===== config.mk =====
export PLATFORM = sky130hd
export DESIGN_NAME = imu_idle_detector_top_flat
export DESIGN_NICKNAME = d
export VERILOG_FILES = /design/src/rtl/iid_pkg.sv /design/src/rtl/iid_stream_if.sv /design/src/rtl/iid_mag_unit.sv /design/src/rtl/iid_window.sv /design/src/rtl/imu_idle_detector_top.sv /design/src/flat_wrapper.sv
export SDC_FILE = /design/constraint.sdc
export NUM_CORES = 1
export LEC_CHECK = 0
export BUFFER_PORTS_ARGS = -buffer_cell sky130_fd_sc_hd__buf_2
export CORE_MARGIN = 1
export CORE_UTILIZATION = 35
export DETAILED_ROUTE_END_ITERATION = 16
export GPL_TIMING_DRIVEN = 0
export SLEW_MARGIN = 25
export SYNTH_ARGS = -nofsm -noshare
export SYNTH_HDL_FRONTEND = slang
export SYNTH_SLANG_ARGS = --single-unit
export TNS_END_PERCENT = 1

===== constraint.sdc =====
create_clock -name clk -period 1.6 [get_ports clk]
set_input_delay 0 -clock clk [delete_from_list [all_inputs] [get_ports clk]]
set_output_delay 0 -clock clk [all_outputs]
set_load 0.005 [all_outputs]

===== src/rtl/iid_pkg.sv =====
// ----------------------------------------------------------------------------
// iid_pkg
// shared widths, register indexes and reset values of the idle detector
// ----------------------------------------------------------------------------
package iid_pkg;

    localparam int HistoryDepthDefault = 32;
    localparam int SampleW = 16;
    localparam int MagW = 16;
    localparam int SensW = 20;
    localparam int WinW = 6;
    localparam int LimW = 16;
    localparam int CfgIdxW = 3;
    localparam int CfgDataW = 20;

    localparam logic [CfgIdxW-1:0] RegAccelSens = 3'd0;
    localparam logic [CfgIdxW-1:0] RegGyroSens  = 3'd1;
    localparam logic [CfgIdxW-1:0] RegWindow    = 3'd2;
    localparam logic [CfgIdxW-1:0] RegAccelLow  = 3'd3;
    localparam logic [CfgIdxW-1:0] RegAccelHigh = 3'd4;
    localparam logic [CfgIdxW-1:0] RegGyroHigh  = 3'd5;

    localparam logic [SensW-1:0] AccelSensReset = 20'd262144;
    localparam logic [SensW-1:0] GyroSensReset  = 20'd2096;
    localparam logic [WinW-1:0]  WindowReset    = 6'd32;
    localparam logic [LimW-1:0]  AccelLowReset  = 16'd500;
    localparam logic [LimW-1:0]  AccelHighReset = 16'd1500;
    localparam logic [LimW-1:0]  GyroHighReset  = 16'd500;

    // sum of squares is at most 3*2^30, times 10^6 fits 52 bits
    localparam int SqW = 33;
    localparam int ProdW = 54;
    localparam int RootW = 27;

endpackage


===== src/rtl/iid_stream_if.sv =====
// ----------------------------------------------------------------------------
// iid_stream_if
// valid/ready channel carrying one word of payload
// ----------------------------------------------------------------------------
interface iid_stream_if #(parameter type payload_t = logic);
    logic     valid;
    logic     ready;
    payload_t data;
    modport source (output valid, output data, input ready);
    modport sink (input valid, input data, output ready);
endinterface


===== src/rtl/iid_mag_unit.sv =====
// ----------------------------------------------------------------------------
// iid_mag_unit
// magnitude of one three-axis sample: squares, sqrt, divide, saturate
// ----------------------------------------------------------------------------
module iid_mag_unit
    import iid_pkg::*;
(
    input  logic                       clk,
    input  logic                       rst_n,
    input  logic                       start,
    input  logic signed [SampleW-1:0]  ax,
    input  logic signed [SampleW-1:0]  ay,
    input  logic signed [SampleW-1:0]  az,
    input  logic [SensW-1:0]           sens,
    output logic                       done,
    output logic [MagW-1:0]            mag
);

    typedef enum logic [2:0] {
        S_IDLE, S_SQ, S_SCALE, S_ROOT, S_DINIT, S_DIV, S_DONE
    } state_t;

    state_t               state_reg;
    logic [1:0]           axis_reg;
    logic [5:0]           cnt_reg;
    logic [SqW-1:0]       acc_reg;
    logic [ProdW-1:0]     rad_reg;
    logic [ProdW-1:0]     rem_reg;
    logic [RootW-1:0]     root_reg;
    logic [RootW+4-1:0]   quo_reg;
    logic [SensW:0]       drem_reg;
    logic [MagW-1:0]      mag_reg;

    logic signed [SampleW-1:0] axis_val;
    logic [2*SampleW-1:0]      sq;
    logic [ProdW-1:0]          rem_sh;
    logic [RootW+1:0]          trial;
    logic [SensW:0]            dshift;

    always_comb
    begin
        case (axis_reg)
            2'd0:    axis_val = ax;
            2'd1:    axis_val = ay;
            default: axis_val = az;
        endcase
        sq = 32'(axis_val * axis_val);
        // one radix-2 root step: bring down two bits
        rem_sh = {rem_reg[ProdW-3:0], rad_reg[ProdW-1 -: 2]};
        trial = {root_reg, 2'b01};
        // one restoring division step
        dshift = {drem_reg[SensW-1:0], quo_reg[RootW+3]};
    end

    always_ff @(posedge clk or negedge rst_n)
    begin
        if (!rst_n)
        begin
            state_reg <= S_IDLE;
            axis_reg <= '0;
            cnt_reg <= '0;
        end
        else
        begin
            unique case (state_reg)
                S_IDLE:
                begin
                    if (start)
                    begin
                        acc_reg <= '0;
                        axis_reg <= '0;
                        state_reg <= S_SQ;
                    end
                end
                S_SQ:
                begin
                    acc_reg <= acc_reg + SqW'(sq);
                    axis_reg <= axis_reg + 2'd1;
                    if (axis_reg == 2'd2)
                        state_reg <= S_SCALE;
                end
                S_SCALE:
                begin
                    rad_reg <= ProdW'(acc_reg) * ProdW'(1000000);
                    rem_reg <= '0;
                    root_reg <= '0;
                    cnt_reg <= '0;
                    state_reg <= S_ROOT;
                end
                S_ROOT:
                begin
                    rad_reg <= rad_reg << 2;
                    if (rem_sh >= ProdW'(trial))
                    begin
                        rem_reg <= rem_sh - ProdW'(trial);
                        root_reg <= {root_reg[RootW-2:0], 1'b1};
                    end
                    else
                    begin
                        rem_reg <= rem_sh;
                        root_reg <= {root_reg[RootW-2:0], 1'b0};
                    end
                    cnt_reg <= cnt_reg + 6'd1;
                    if (cnt_reg == 6'(RootW - 1))
                        state_reg <= S_DINIT;
                end
                S_DINIT:
                begin
                    // dividend is root times 16
                    quo_reg <= {root_reg, 4'b0};
                    drem_reg <= '0;
                    cnt_reg <= '0;
                    state_reg <= S_DIV;
                end
                S_DIV:
                begin
                    if (dshift >= {1'b0, sens})
                    begin
                        drem_reg <= dshift - {1'b0, sens};
                        quo_reg <= {quo_reg[RootW+2:0], 1'b1};
                    end
                    else
                    begin
                        drem_reg <= dshift;
                        quo_reg <= {quo_reg[RootW+2:0], 1'b0};
                    end
                    cnt_reg <= cnt_reg + 6'd1;
                    if (cnt_reg == 6'(RootW + 3))
                        state_reg <= S_DONE;
                end
                S_DONE:
                begin
                    state_reg <= S_IDLE;
                end
                default:
                    state_reg <= S_IDLE;
            endcase
        end
    end

    always_comb
    begin
        if (sens == '0 || quo_reg[RootW+3:MagW] != '0)
            mag_reg = '1;
        else
            mag_reg = quo_reg[MagW-1:0];
    end

    assign done = (state_reg == S_DONE);
    assign mag = mag_reg;

endmodule


===== src/rtl/iid_window.sv =====
// ----------------------------------------------------------------------------
// iid_window
// history memories, serial window sums and limit compare
// ----------------------------------------------------------------------------
module iid_window
    import iid_pkg::*;
#(
    parameter int HISTORY_DEPTH = HistoryDepthDefault
)
(
    input  logic             clk,
    input  logic             rst_n,
    input  logic             start,
    input  logic [MagW-1:0]  mag_a,
    input  logic [MagW-1:0]  mag_g,
    input  logic [WinW-1:0]  window,
    input  logic [LimW-1:0]  acc_low,
    input  logic [LimW-1:0]  acc_high,
    input  logic [LimW-1:0]  gyr_high,
    output logic             done,
    output logic             is_idle,
    output logic             filling
);

    localparam int AW = $clog2(HISTORY_DEPTH);
    localparam int CW = $clog2(HISTORY_DEPTH + 2);
    localparam int LW = $clog2(HISTORY_DEPTH + 1);
    localparam int SumW = MagW + LW;

    typedef enum logic [2:0] {W_IDLE, W_CLEAR, W_READ, W_ACC, W_CMP, W_DONE} state_t;

    state_t           state_reg;
    logic [AW-1:0]    wptr_reg;
    logic [AW-1:0]    rptr_reg;
    logic [AW-1:0]    clr_reg;
    logic [LW-1:0]    len_reg;
    logic [LW-1:0]    left_reg;
    logic [CW-1:0]    fill_reg;
    logic [SumW-1:0]  sum_a_reg;
    logic [SumW-1:0]  sum_g_reg;
    logic [MagW-1:0]  rd_a_reg;
    logic [MagW-1:0]  rd_g_reg;
    logic             idle_reg;
    logic             filling_reg;
    logic [MagW-1:0]  hist_a [HISTORY_DEPTH];
    logic [MagW-1:0]  hist_g [HISTORY_DEPTH];

    logic [LW-1:0]    len_eff;
    logic             wr_en;
    logic [AW-1:0]    wr_addr;
    logic [MagW-1:0]  wr_a;
    logic [MagW-1:0]  wr_g;

    always_comb
    begin
        if (window == '0)
            len_eff = LW'(1);
        else if (32'(window) > HISTORY_DEPTH)
            len_eff = LW'(HISTORY_DEPTH);
        else
            len_eff = LW'(window);
        wr_en = (state_reg == W_CLEAR) || (state_reg == W_IDLE && start);
        wr_addr = (state_reg == W_CLEAR) ? clr_reg : wptr_reg;
        wr_a = (state_reg == W_CLEAR) ? '0 : mag_a;
        wr_g = (state_reg == W_CLEAR) ? '0 : mag_g;
    end

    // memory: one write port, one registered read port
    always_ff @(posedge clk)
    begin
        if (wr_en)
        begin
            hist_a[wr_addr] <= wr_a;
            hist_g[wr_addr] <= wr_g;
        end
        rd_a_reg <= hist_a[rptr_reg];
        rd_g_reg <= hist_g[rptr_reg];
    end

    always_ff @(posedge clk or negedge rst_n)
    begin
        if (!rst_n)
        begin
            state_reg <= W_CLEAR;
            wptr_reg <= '0;
            rptr_reg <= '0;
            clr_reg <= '0;
            fill_reg <= '0;
            len_reg <= '0;
            left_reg <= '0;
            idle_reg <= 1'b0;
            filling_reg <= 1'b0;
        end
        else
        begin
            unique case (state_reg)
                W_CLEAR:
                begin
                    clr_reg <= clr_reg + AW'(1);
                    if (32'(clr_reg) == HISTORY_DEPTH - 1)
                        state_reg <= W_IDLE;
                end
                W_IDLE:
                begin
                    if (start)
                    begin
                        // newest entry sits at wptr; walk back len entries
                        wptr_reg <= (32'(wptr_reg) == HISTORY_DEPTH - 1) ? '0
                                    : wptr_reg + AW'(1);
                        rptr_reg <= wptr_reg;
                        len_reg <= len_eff;
                        left_reg <= len_eff;
                        sum_a_reg <= '0;
                        sum_g_reg <= '0;
                        if (32'(fill_reg) <= HISTORY_DEPTH)
                            fill_reg <= fill_reg + CW'(1);
                        state_reg <= W_READ;
                    end
                end
                W_READ:
                begin
                    state_reg <= W_ACC;
                end
                W_ACC:
                begin
                    sum_a_reg <= sum_a_reg + SumW'(rd_a_reg);
                    sum_g_reg <= sum_g_reg + SumW'(rd_g_reg);
                    rptr_reg <= (rptr_reg == '0) ? AW'(HISTORY_DEPTH - 1)
                                : rptr_reg - AW'(1);
                    left_reg <= left_reg - LW'(1);
                    state_reg <= (left_reg == LW'(1)) ? W_CMP : W_READ;
                end
                W_CMP:
                begin
                    filling_reg <= 32'(fill_reg) < HISTORY_DEPTH;
                    idle_reg <= (32'(fill_reg) >= HISTORY_DEPTH)
                        && (SumW'(acc_low) * SumW'(len_reg) <= sum_a_reg)
                        && (sum_a_reg <= SumW'(acc_high) * SumW'(len_reg))
                        && (sum_g_reg <= SumW'(gyr_high) * SumW'(len_reg));
                    state_reg <= W_DONE;
                end
                W_DONE:
                begin
                    state_reg <= W_IDLE;
                end
                default:
                    state_reg <= W_IDLE;
            endcase
        end
    end

    assign done = (state_reg == W_DONE);
    assign is_idle = idle_reg;
    assign filling = filling_reg;

endmodule


===== src/rtl/imu_idle_detector_top.sv =====
// throughput: one word at a time; the next is taken once the result has been taken
// the two magnitudes share one iterative root and divide unit, in turn
// window sums walk the history memory one entry at a time, a read state then an accumulate state for each
// reset: async active low; registers take their reset values, then a clearing
// pass writes zero to every history entry before the first word
// ----------------------------------------------------------------------------
// imu_idle_detector_top
// idle detector over accelerometer and gyro magnitude windows
// ----------------------------------------------------------------------------
module imu_idle_detector_top
    import iid_pkg::*;
#(
    parameter int HISTORY_DEPTH = HistoryDepthDefault
)
(
    input  logic                 clk,
    input  logic                 rst_n,
    iid_stream_if.sink           in_ch,
    iid_stream_if.source         out_ch,
    input  logic                 cfg_we,
    input  logic [CfgIdxW-1:0]   cfg_index,
    input  logic [CfgDataW-1:0]  cfg_data
);

    typedef enum logic [2:0] {T_IDLE, T_MAG_A, T_MAG_G, T_WIN, T_OUT} state_t;

    state_t            state_reg;
    logic [95:0]       sample_reg;
    logic [MagW-1:0]   mag_a_reg;
    logic [SensW-1:0]  a_sens_reg;
    logic [SensW-1:0]  g_sens_reg;
    logic [WinW-1:0]   win_reg;
    logic [LimW-1:0]   a_low_reg;
    logic [LimW-1:0]   a_high_reg;
    logic [LimW-1:0]   g_high_reg;
    logic              is_idle_reg;
    logic              filling_reg;

    // shared magnitude unit: operands switch with the sensor being processed
    logic                       mag_start;
    logic                       mag_done;
    logic [MagW-1:0]            mag;
    logic signed [SampleW-1:0]  ax;
    logic signed [SampleW-1:0]  ay;
    logic signed [SampleW-1:0]  az;
    logic [SensW-1:0]           sens;
    logic                       win_done;
    logic                       win_idle;
    logic                       win_filling;
    logic                       win_ready;

    // word layout: accel x in the top bits down to gyro z in the bottom bits
    always_comb
    begin
        if (state_reg == T_MAG_G)
        begin
            ax = sample_reg[47:32];
            ay = sample_reg[31:16];
            az = sample_reg[15:0];
            sens = g_sens_reg;
        end
        else
        begin
            ax = sample_reg[95:80];
            ay = sample_reg[79:64];
            az = sample_reg[63:48];
            sens = a_sens_reg;
        end
    end

    iid_mag_unit u_mag (
        .clk   (clk),
        .rst_n (rst_n),
        .start (mag_start),
        .ax    (ax),
        .ay    (ay),
        .az    (az),
        .sens  (sens),
        .done  (mag_done),
        .mag   (mag)
    );

    iid_window #(.HISTORY_DEPTH(HISTORY_DEPTH)) u_win (
        .clk      (clk),
        .rst_n    (rst_n),
        .start    (state_reg == T_MAG_G && mag_done),
        .mag_a    (mag_a_reg),
        .mag_g    (mag),
        .window   (win_reg),
        .acc_low  (a_low_reg),
        .acc_high (a_high_reg),
        .gyr_high (g_high_reg),
        .done     (win_done),
        .is_idle  (win_idle),
        .filling  (win_filling)
    );

    // window block is ready once its clearing pass has ended; track that here
    logic clear_done_reg;
    logic [$clog2(HISTORY_DEPTH+1)-1:0] clr_cnt_reg;
    assign win_ready = clear_done_reg;

    // unit start is raised on entering each magnitude state and drops once started_reg is set
    logic started_reg;
    assign mag_start = (state_reg == T_MAG_A || state_reg == T_MAG_G) && !started_reg;

    assign in_ch.ready = (state_reg == T_IDLE) && win_ready;
    assign out_ch.valid = (state_reg == T_OUT);
    assign out_ch.data = {is_idle_reg, filling_reg};

    always_ff @(posedge clk or negedge rst_n)
    begin
        if (!rst_n)
        begin
            state_reg <= T_IDLE;
            started_reg <= 1'b0;
            clear_done_reg <= 1'b0;
            clr_cnt_reg <= '0;
            a_sens_reg <= AccelSensReset;
            g_sens_reg <= GyroSensReset;
            win_reg <= WindowReset;
            a_low_reg <= AccelLowReset;
            a_high_reg <= AccelHighReset;
            g_high_reg <= GyroHighReset;
            is_idle_reg <= 1'b0;
            filling_reg <= 1'b0;
        end
        else
        begin
            if (!clear_done_reg)
            begin
                clr_cnt_reg <= clr_cnt_reg + 1'b1;
                if (32'(clr_cnt_reg) == HISTORY_DEPTH)
                    clear_done_reg <= 1'b1;
            end
            if (cfg_we)
            begin
                unique case (cfg_index)
                    RegAccelSens: a_sens_reg <= cfg_data;
                    RegGyroSens:  g_sens_reg <= cfg_data;
                    RegWindow:    win_reg <= cfg_data[WinW-1:0];
                    RegAccelLow:  a_low_reg <= cfg_data[LimW-1:0];
                    RegAccelHigh: a_high_reg <= cfg_data[LimW-1:0];
                    RegGyroHigh:  g_high_reg <= cfg_data[LimW-1:0];
                    default: ;
                endcase
            end
            unique case (state_reg)
                T_IDLE:
                begin
                    if (in_ch.valid && in_ch.ready)
                    begin
                        sample_reg <= in_ch.data;
                        started_reg <= 1'b0;
                        state_reg <= T_MAG_A;
                    end
                end
                T_MAG_A:
                begin
                    started_reg <= 1'b1;
                    if (mag_done)
                    begin
                        mag_a_reg <= mag;
                        started_reg <= 1'b0;
                        state_reg <= T_MAG_G;
                    end
                end
                T_MAG_G:
                begin
                    started_reg <= 1'b1;
                    if (mag_done)
                        state_reg <= T_WIN;
                end
                T_WIN:
                begin
                    if (win_done)
                    begin
                        is_idle_reg <= win_idle;
                        filling_reg <= win_filling;
                        state_reg <= T_OUT;
                    end
                end
                T_OUT:
                begin
                    if (out_ch.ready)
                        state_reg <= T_IDLE;
                end
                default:
                    state_reg <= T_IDLE;
            endcase
        end
    end

endmodule

===== src/flat_wrapper.sv =====
// flat-port wrapper written by rule: the top's interface ports become plain ports
module imu_idle_detector_top_flat import iid_pkg::*;
#(
    parameter int HISTORY_DEPTH = HistoryDepthDefault
)
  (clk, rst_n, cfg_we, cfg_index, cfg_data, in_ch_valid, in_ch_data, in_ch_ready, out_ch_valid, out_ch_data, out_ch_ready);
  iid_stream_if in_ch_i ();
  iid_stream_if out_ch_i ();
  input  logic clk;
  input  logic rst_n;
  input  logic cfg_we;
  input  logic [CfgIdxW-1:0] cfg_index;
  input  logic [CfgDataW-1:0] cfg_data;
  input wire logic [$bits(in_ch_i.valid)-1:0] in_ch_valid;
  input wire logic [$bits(in_ch_i.data)-1:0] in_ch_data;
  output wire logic [$bits(in_ch_i.ready)-1:0] in_ch_ready;
  output wire logic [$bits(out_ch_i.valid)-1:0] out_ch_valid;
  output wire logic [$bits(out_ch_i.data)-1:0] out_ch_data;
  input wire logic [$bits(out_ch_i.ready)-1:0] out_ch_ready;
  assign in_ch_i.valid = in_ch_valid;
  assign in_ch_i.data = in_ch_data;
  assign in_ch_ready = in_ch_i.ready;
  assign out_ch_valid = out_ch_i.valid;
  assign out_ch_data = out_ch_i.data;
  assign out_ch_i.ready = out_ch_ready;
  imu_idle_detector_top #(.HISTORY_DEPTH(HISTORY_DEPTH)) u_core (.clk(clk), .rst_n(rst_n), .in_ch(in_ch_i), .out_ch(out_ch_i), .cfg_we(cfg_we), .cfg_index(cfg_index), .cfg_data(cfg_data));
endmodule

==> impl_metrics.tcl, run 1 <==
set metrics [dict create \
    end_kind "flip-flop" \
    fin_nets 332 \
    core_mm2 0.006944 \
    critPathKind "flip-flop to flip-flop" \
    clockBufferDepth 2 \
    initial_core_util 0.3715 \
    arrival_ns 2.02 \
    vias_per_cell 4.871 \
    cp.depth 4 \
    die_w_um 87.86 \
    critical_path.max_stage_delay_ns 0.56 \
    antenna_found_initial 0 \
    grt_use_total 0.1317 \
    ys.warnings.count 0 \
    reg2reg_depth 4 \
    drive_above_1_share 0.2048 \
    clock_latency_ns 0.31 \
    wl_per_cell_um 11.62 \
    dp_hpwl_um 3005 \
    synthArstFlopShare 1.000 \
    avgSynthCellArea_um2 9.961 \
    seq_area_frac_synth 0.4859 \
    placed_cells 371 \
    area_growth_pct 18.53 \
    path_cells "or3_4 -> or4_4 -> o32a_1 -> o31ai_1" \
    diodes 0 \
    cts_tree "built" \
    max_slew.worst_pin.slew_ns 0.6310 \
    dr.first_iter.drc_count 65 \
    fin_cells 389 \
    drcViolationCount 0 \
    synth_ff_type "dfrtp_1" \
    required_ns 1.82 \
    wl_met3_um 112 \
    min_path_type "input port to flip-flop" \
    ys_types 50 \
    synth_top_cells_by_area "dfrtp_1, ha_1, mux2_2, xnor2_1, nand2_1" \
    netlist_area_mm2 0.002580 \
    final_util 0.4404 \
    cts-root-buf "clkbuf_8" \
    final_common_cell "dfrtp_1" \
    rsz0062_at_grt "yes" \
    synth-edff-count 0 \
    finalSetupViolations 11 \
    total_power_w 0.002343 \
    io_pins 32 \
    power_leakage_nw 1.415 \
    cts_sinks 50 \
    cts.clk_slew.worst_paths_ns 0.10 \
    grt_pass1_wl_um 8038 \
    fin_crit_sh 1.124 \
    cts_buffers 5 \
    critPathCapture "u_core.u_win.left_reg[0]" \
    io_buffers 16 \
    crit_fanout 3 \
    wl_um 4519 \
    fill_cells 666 \
    routed-via-count 1895 \
    crit_start "u_core.u_win.state_reg[1]" \
    postRouteAntennaNets 0 \
    die_h_um 87.86 \
    rows 30 \
    fmax_mhz 556.1 \
    layout_setup_ws_ns -0.1983 \
    grt-ovfl-total 0 \
    violations "negative setup slack" \
    synth_area_leader_cell "dfrtp_1" \
    path_delay_family "simple AND/OR/NAND/NOR gates" \
    dr_wl_met2_um 1979 \
    grt_start_max_net_pins 51 \
    finalHoldViolations 0 \
    status "complete, but fails checks" \
    timing.rr.end "u_core.u_win.left_reg[0]" \
    synth_cells 259 \
    synth.net_count 299 \
    synth_top_cell_area_share 0.4656 \
    critPathBufInv 0 \
    yosys_register_bits 50 \
    powerDensity_mw_per_mm2 766.3 \
    dr.max_layer_used "met4" \
    firstDrtPassIters 4 \
    fin_crit_ns 1.798 \
    dieArea_mm2 0.007719 \
    drt-met1-wl_um 2356 \
    drv_slew 0 \
    grt_pass1_vias 1820 \
    reg2reg_slack_ns -0.20 \
    crit_path_top_delay_cell "or4_4" \
    final_cell_mix "dfrtp_1, nand2_1, buf_2" \
    vdd_ir_drop_max_mv 0.3931 \
    gp_congestion 0.7937 \
    skew_ns 0.01413 \
    slew_headroom 0.5793 \
    worstReg2RegStart "u_core.u_win.state_reg[1]" \
    maxCapViolCount 0 \
    htree_levels 2 \
    start_kind "flip-flop" \
]
-- power by group --
group          switching [W]  internal, W
logic              0.0000488    0.0000551
clock network       0.000443     0.000469
registers          0.0000272      0.00130
-- stage by stage --
| step | hold WS [ns] | TNS, ns | setup slack, ns | instance area [um^2] |
|---|---|---|---|---|
| final | 0.07340 | -1.301 | -0.1983 | 3058 |
| after floorplan | -0.2956 | -0.4879 | -0.2210 | 2580 |
| after global routing | 0.1058 | -2.469 | -0.2615 | 3058 |
| after CTS | 0.06874 | -3.189 | -0.2866 | 3015 |
| after detailed placement | 0.07784 | -3.131 | -0.3207 | 2783 |
| after global placement | 0.2015 | -2.757 | -0.3066 | 2780 |
-- worst min-delay path by stage --
stage	startpoint	endpoint	slack [ns]	depth (start not counted)
3_3_place_gp	cfg_data[4]	u_core.win_reg[4]	0.20	3
2_1_floorplan	rst_n	u_core.clear_done_reg	-0.30	0
3_5_place_dp	rst_n	u_core.clr_cnt_reg[4]	0.08	1
6_report	in_ch_valid	u_core.state_reg[0]	0.07	5
4_1_cts	in_ch_valid	u_core.state_reg[0]	0.07	5
5_1_grt	in_ch_valid	u_core.state_reg[0]	0.11	5
-- metal layers --
| layer | track usage | vias up |
|---|---|---|
| met5 | 0 | - |
| met4 | 0.04918 | 0 |
| met3 | 0.02828 | 6 |
| met2 | 0.2037 | 26 |
| met1 | 0.1810 | 895 |
| li1 | - | 968 |
-- Yosys cell counts (3+ instances only) --
library cell  instances
nand4_1               3
dfrtp_1              48
o21ai_0              15
nor3b_1               3
xnor2_1              11
buf_2                 5
mux2_2               10
and2_1                3
and3_1                3
nor2_1               17
nor3_1                8
xor2_1                4
ha_1                 11
clkbuf_1              9
a21oi_1              12
a31oi_1               3
inv_1                16
nand2b_1              5
o31ai_1               3
nand3_1               7
nand2_1              25
-- cell type report --
| class | instances | area [um^2] | area share |
|---|---|---|---|
| multi-input combinational | 178 | 1247 | 0.4079 |
| inverter | 16 | 60.06 | 0.01964 |
| clock buffer | 5 | 68.82 | 0.02250 |
| sequential | 50 | 1255 | 0.4104 |
| clock inverter | 3 | 43.79 | 0.01432 |
| buffer | 11 | 51.30 | 0.01678 |
| timing repair buffer | 30 | 211.5 | 0.06915 |
| tap | 96 | 120.1 | 0.03928 |
-- worst reg2reg max path: stages (launching register included) --
cell	delay, ns
dfrtp_1	0.39
or3_4	0.39
or4_4	0.56
o32a_1	0.31
o31ai_1	0.06
-- kinds of logic (layout without fill, tap and decap cells) --
group / after synthesis / in the layout / share of synthesized area
multiplexers: 11 / 11 / 0.04753
flip-flops: 50 / 50 / 0.4859
AO/OA/AOI/OAI: 52 / 52 / 0.1280
adder cells (fa/ha/maj): 11 / 11 / 0.05335
XOR/XNOR: 15 / 15 / 0.05092
buffers and inverters: 31 / 65 / 0.05043
AND/OR/NAND/NOR: 89 / 89 / 0.1838
-- repair_timing --
| action | CTS | global route |
|---|---|---|
| pin swaps | 0 | 5 |
| endpoints found under the setup margin | 16 | 26 |
| endpoints found under the hold margin | 55 | 0 |
| hold buffers | 8 | 0 |
| buffers inserted | 2 | 4 |
| gates resized for setup | 9 | 12 |
No activity file was read; power rests on OpenSTA's default activity.
==> run 2, diff against run 1 <==
- ABC_AREA: unset -> 1
- CAP_MARGIN: unset -> 25
- clock period: 1.6 -> 2.02 ns (I/O delays scaled with it)
==> run 2 against run 1 <==
The flow now finishes without violations. Synthesized area up 4.0%. Final area down 0.12%. Wire length up 5.7%. Critical path type unchanged. Largest cell class unchanged.
==> impl_metrics.tcl, run 2 <==
set metrics [dict create \
    status "complete, no violations" \
    antenna_found_initial 0 \
    fin_cells 463 \
    grt_start_max_net_pins 51 \
    finalSetupViolations 0 \
    placed_cells 448 \
    vias_per_cell 4.551 \
    crit_start "u_core.u_mag.state_reg[0]" \
    crit_fanout 10 \
    arrival_ns 1.66 \
    firstDrtPassIters 4 \
    min_path_type "input port to flip-flop" \
    cts_resized 0 \
    max_slew.worst_pin.slew_ns 0.6296 \
    synth_top_cell_area_share 0.4478 \
    grt_use_total 0.1330 \
    required_ns 2.20 \
    die_w_um 89.55 \
    tns_ns 0 \
    dr.first_iter.drc_count 96 \
    ys_types 27 \
    grt_pass1_vias 1992 \
    hp-start "out_ch_ready" \
    clock_latency_ns 0.30 \
    final_cell_mix "nand2_1, inv_1, dfrtp_1" \
    total_power_w 0.003430 \
    rows 31 \
    synth.net_count 373 \
    finalHoldViolations 0 \
    core_mm2 0.007331 \
    critPathKind "flip-flop to flip-flop" \
    vdd_ir_drop_max_mv 0.4648 \
    drv_slew 0 \
    yosys_register_bits 50 \
    fin_nets 403 \
    routed-via-count 2107 \
    synth_cells 333 \
    dp_hpwl_um 3441 \
    clockBufferDepth 2 \
    worstReg2RegStart "u_core.u_mag.state_reg[0]" \
    critPathMostFrequentCell "nand2_1" \
    netlist_area_mm2 0.002683 \
    cts_tree "built" \
    maxCapViolCount 0 \
    synthArstFlopShare 1.000 \
    synth_ff_type "dfrtp_1" \
    rsz0062_at_grt "no" \
    diodes 0 \
    cts_buffers 5 \
    skew_ns 0.009539 \
    synth-edff-count 0 \
    wl_um 4778 \
    io_pins 32 \
    start_kind "flip-flop" \
    fin_crit_ns 1.476 \
    synth_common_cells "nand2_1, inv_1, dfrtp_1" \
    grt-ovfl-total 0 \
    synth_top_cells_by_area "dfrtp_1, nand2_1, inv_1, nor2_1, ha_1" \
    end_kind "flip-flop" \
    synth_area_leader_cell "dfrtp_1" \
    path_cells "inv_1 -> nand3_2 -> nor2_1 -> nand2_1 -> nand2_2 -> nand2_1 -> o21ai_0 -> nand2_1" \
    postRouteAntennaNets 0 \
    gp_congestion 0.7992 \
    grt_pass1_wl_um 8383 \
    drive_above_1_share 0.1016 \
    avgSynthCellArea_um2 8.056 \
    drcViolationCount 0 \
    die_h_um 89.55 \
    crit_path_top_delay_cell "dfrtp_1" \
    powerDensity_mw_per_mm2 1123 \
    final_common_cell "nand2_1" \
    initial_core_util 0.3659 \
    fmax_mhz 677.7 \
    fin_crit_sh 0.7305 \
    yosys.cell_count.top_type "nand2_1" \
    cts.clk_slew.worst_paths_ns 0.09 \
    critical_path.max_stage_delay_ns 0.43 \
    slew_headroom 0.5803 \
    cts_sinks 50 \
    power_leakage_nw 1.542 \
    cts-root-buf "clkbuf_8" \
    area_growth_pct 13.85 \
    dieArea_mm2 0.008018 \
    seq_area_frac_synth 0.4674 \
    io_buffers 16 \
    htree_levels 2 \
    wl_per_cell_um 10.32 \
    ys.warnings.count 0 \
]
[run 2: changes by cell type after synthesis, sizes merged, moves of 4 or more]
cell    delta
mux2       -8
nor3       -4
inv       +36
nand4      +4
nand3     +20
o21ai     +13
buf        -5
clkbuf     -8
xor2       +8
nor2      +20
xnor2      -7
nand2     +54
nand2b     -5
[run 2: where the power goes]
part | switching, W | leakage (nW) | internal, W
Clock | 0.000330 | 0.0472 | 0.000276
Sequential | 0.000251 | 0.628 | 0.00128
Combinational | 0.000797 | 0.867 | 0.000492
Total | 0.00138 | 1.54 | 0.00205
[run 2: area by class of cell]
cell class | count | area, um^2
plain buffers | 2 | 15.01
clock buffers | 6 | 82.58
clock inverters | 2 | 12.51
fillers | 730 | 4277
inverters | 52 | 195.2
multi-input cells | 229 | 1219
flip-flops and latches | 50 | 1254
well taps | 99 | 123.9
repair buffers | 23 | 152.6
[run 2: cell families after synthesis]
family / share of synthesized area
and+or+nand+nor: 0.2486
buffers and inverters: 0.07836
DFF: 0.4673
AOI/OAI and AO/OA: 0.09375
xor gates and xnor gates: 0.05224
adders and majority gates: 0.05131
muxes: 0.008395
[run 2: repair_timing]
| action | CTS | global route |
|---|---|---|
| hold buffers | 7 | 0 |
| endpoints found under the setup margin | 0 | 0 |
| hold endpoints to repair | 54 | 0 |
| setup buffers | 0 | 0 |
[run 2: worst max-delay path: cells and delay by family (launching register included)]
| kind | cells | cell delay, ns |
|---|---|---|
| AO/OA/AOI/OAI | 1 | 0.07 |
| buffers and inverters | 1 | 0.14 |
| flip-flops | 1 | 0.43 |
| AND/OR/NAND/NOR | 6 | 0.71 |
[run 2: per-layer routing]
layer,routed length (um),track usage,vias up
met3,148,0.02955,5
li1,-,-,1119
met1,2409,0.1807,951
met2,2186,0.2163,32
met5,0,0,-
met4,33,0.03030,0
[run 2: stage by stage]
step	hold slack [ns]	setup slack, ns	area [um^2]	utilization
final	0.02383	0.5445	3054	0.4166
after global routing	0.07725	0.3814	3054	0.4166
after CTS	0.02162	0.5273	3054	0.4166
after detailed placement	0.07764	0.5730	2889	0.3941
after global placement	0.2383	0.5712	2887	0.3938
after floorplan	-0.2956	0.6629	2683	-
[run 2: worst paths after layout]
kind / end / depth (start not counted) / slack [ns]
worst min register to register: u_core.u_win.clr_reg[3] / 1 / 0.48
worst max-delay path: u_core.u_win.left_reg[0] / 8 / 0.54
min in group asynchronous: u_core.u_win.fill_reg[3] / 2 / 0.25
worst min-delay path: u_core.state_reg[2] / 4 / 0.02
max in group asynchronous: u_core.u_win.clr_reg[0] / 2 / 1.34
worst max register to register: u_core.u_win.left_reg[0] / 8 / 0.54
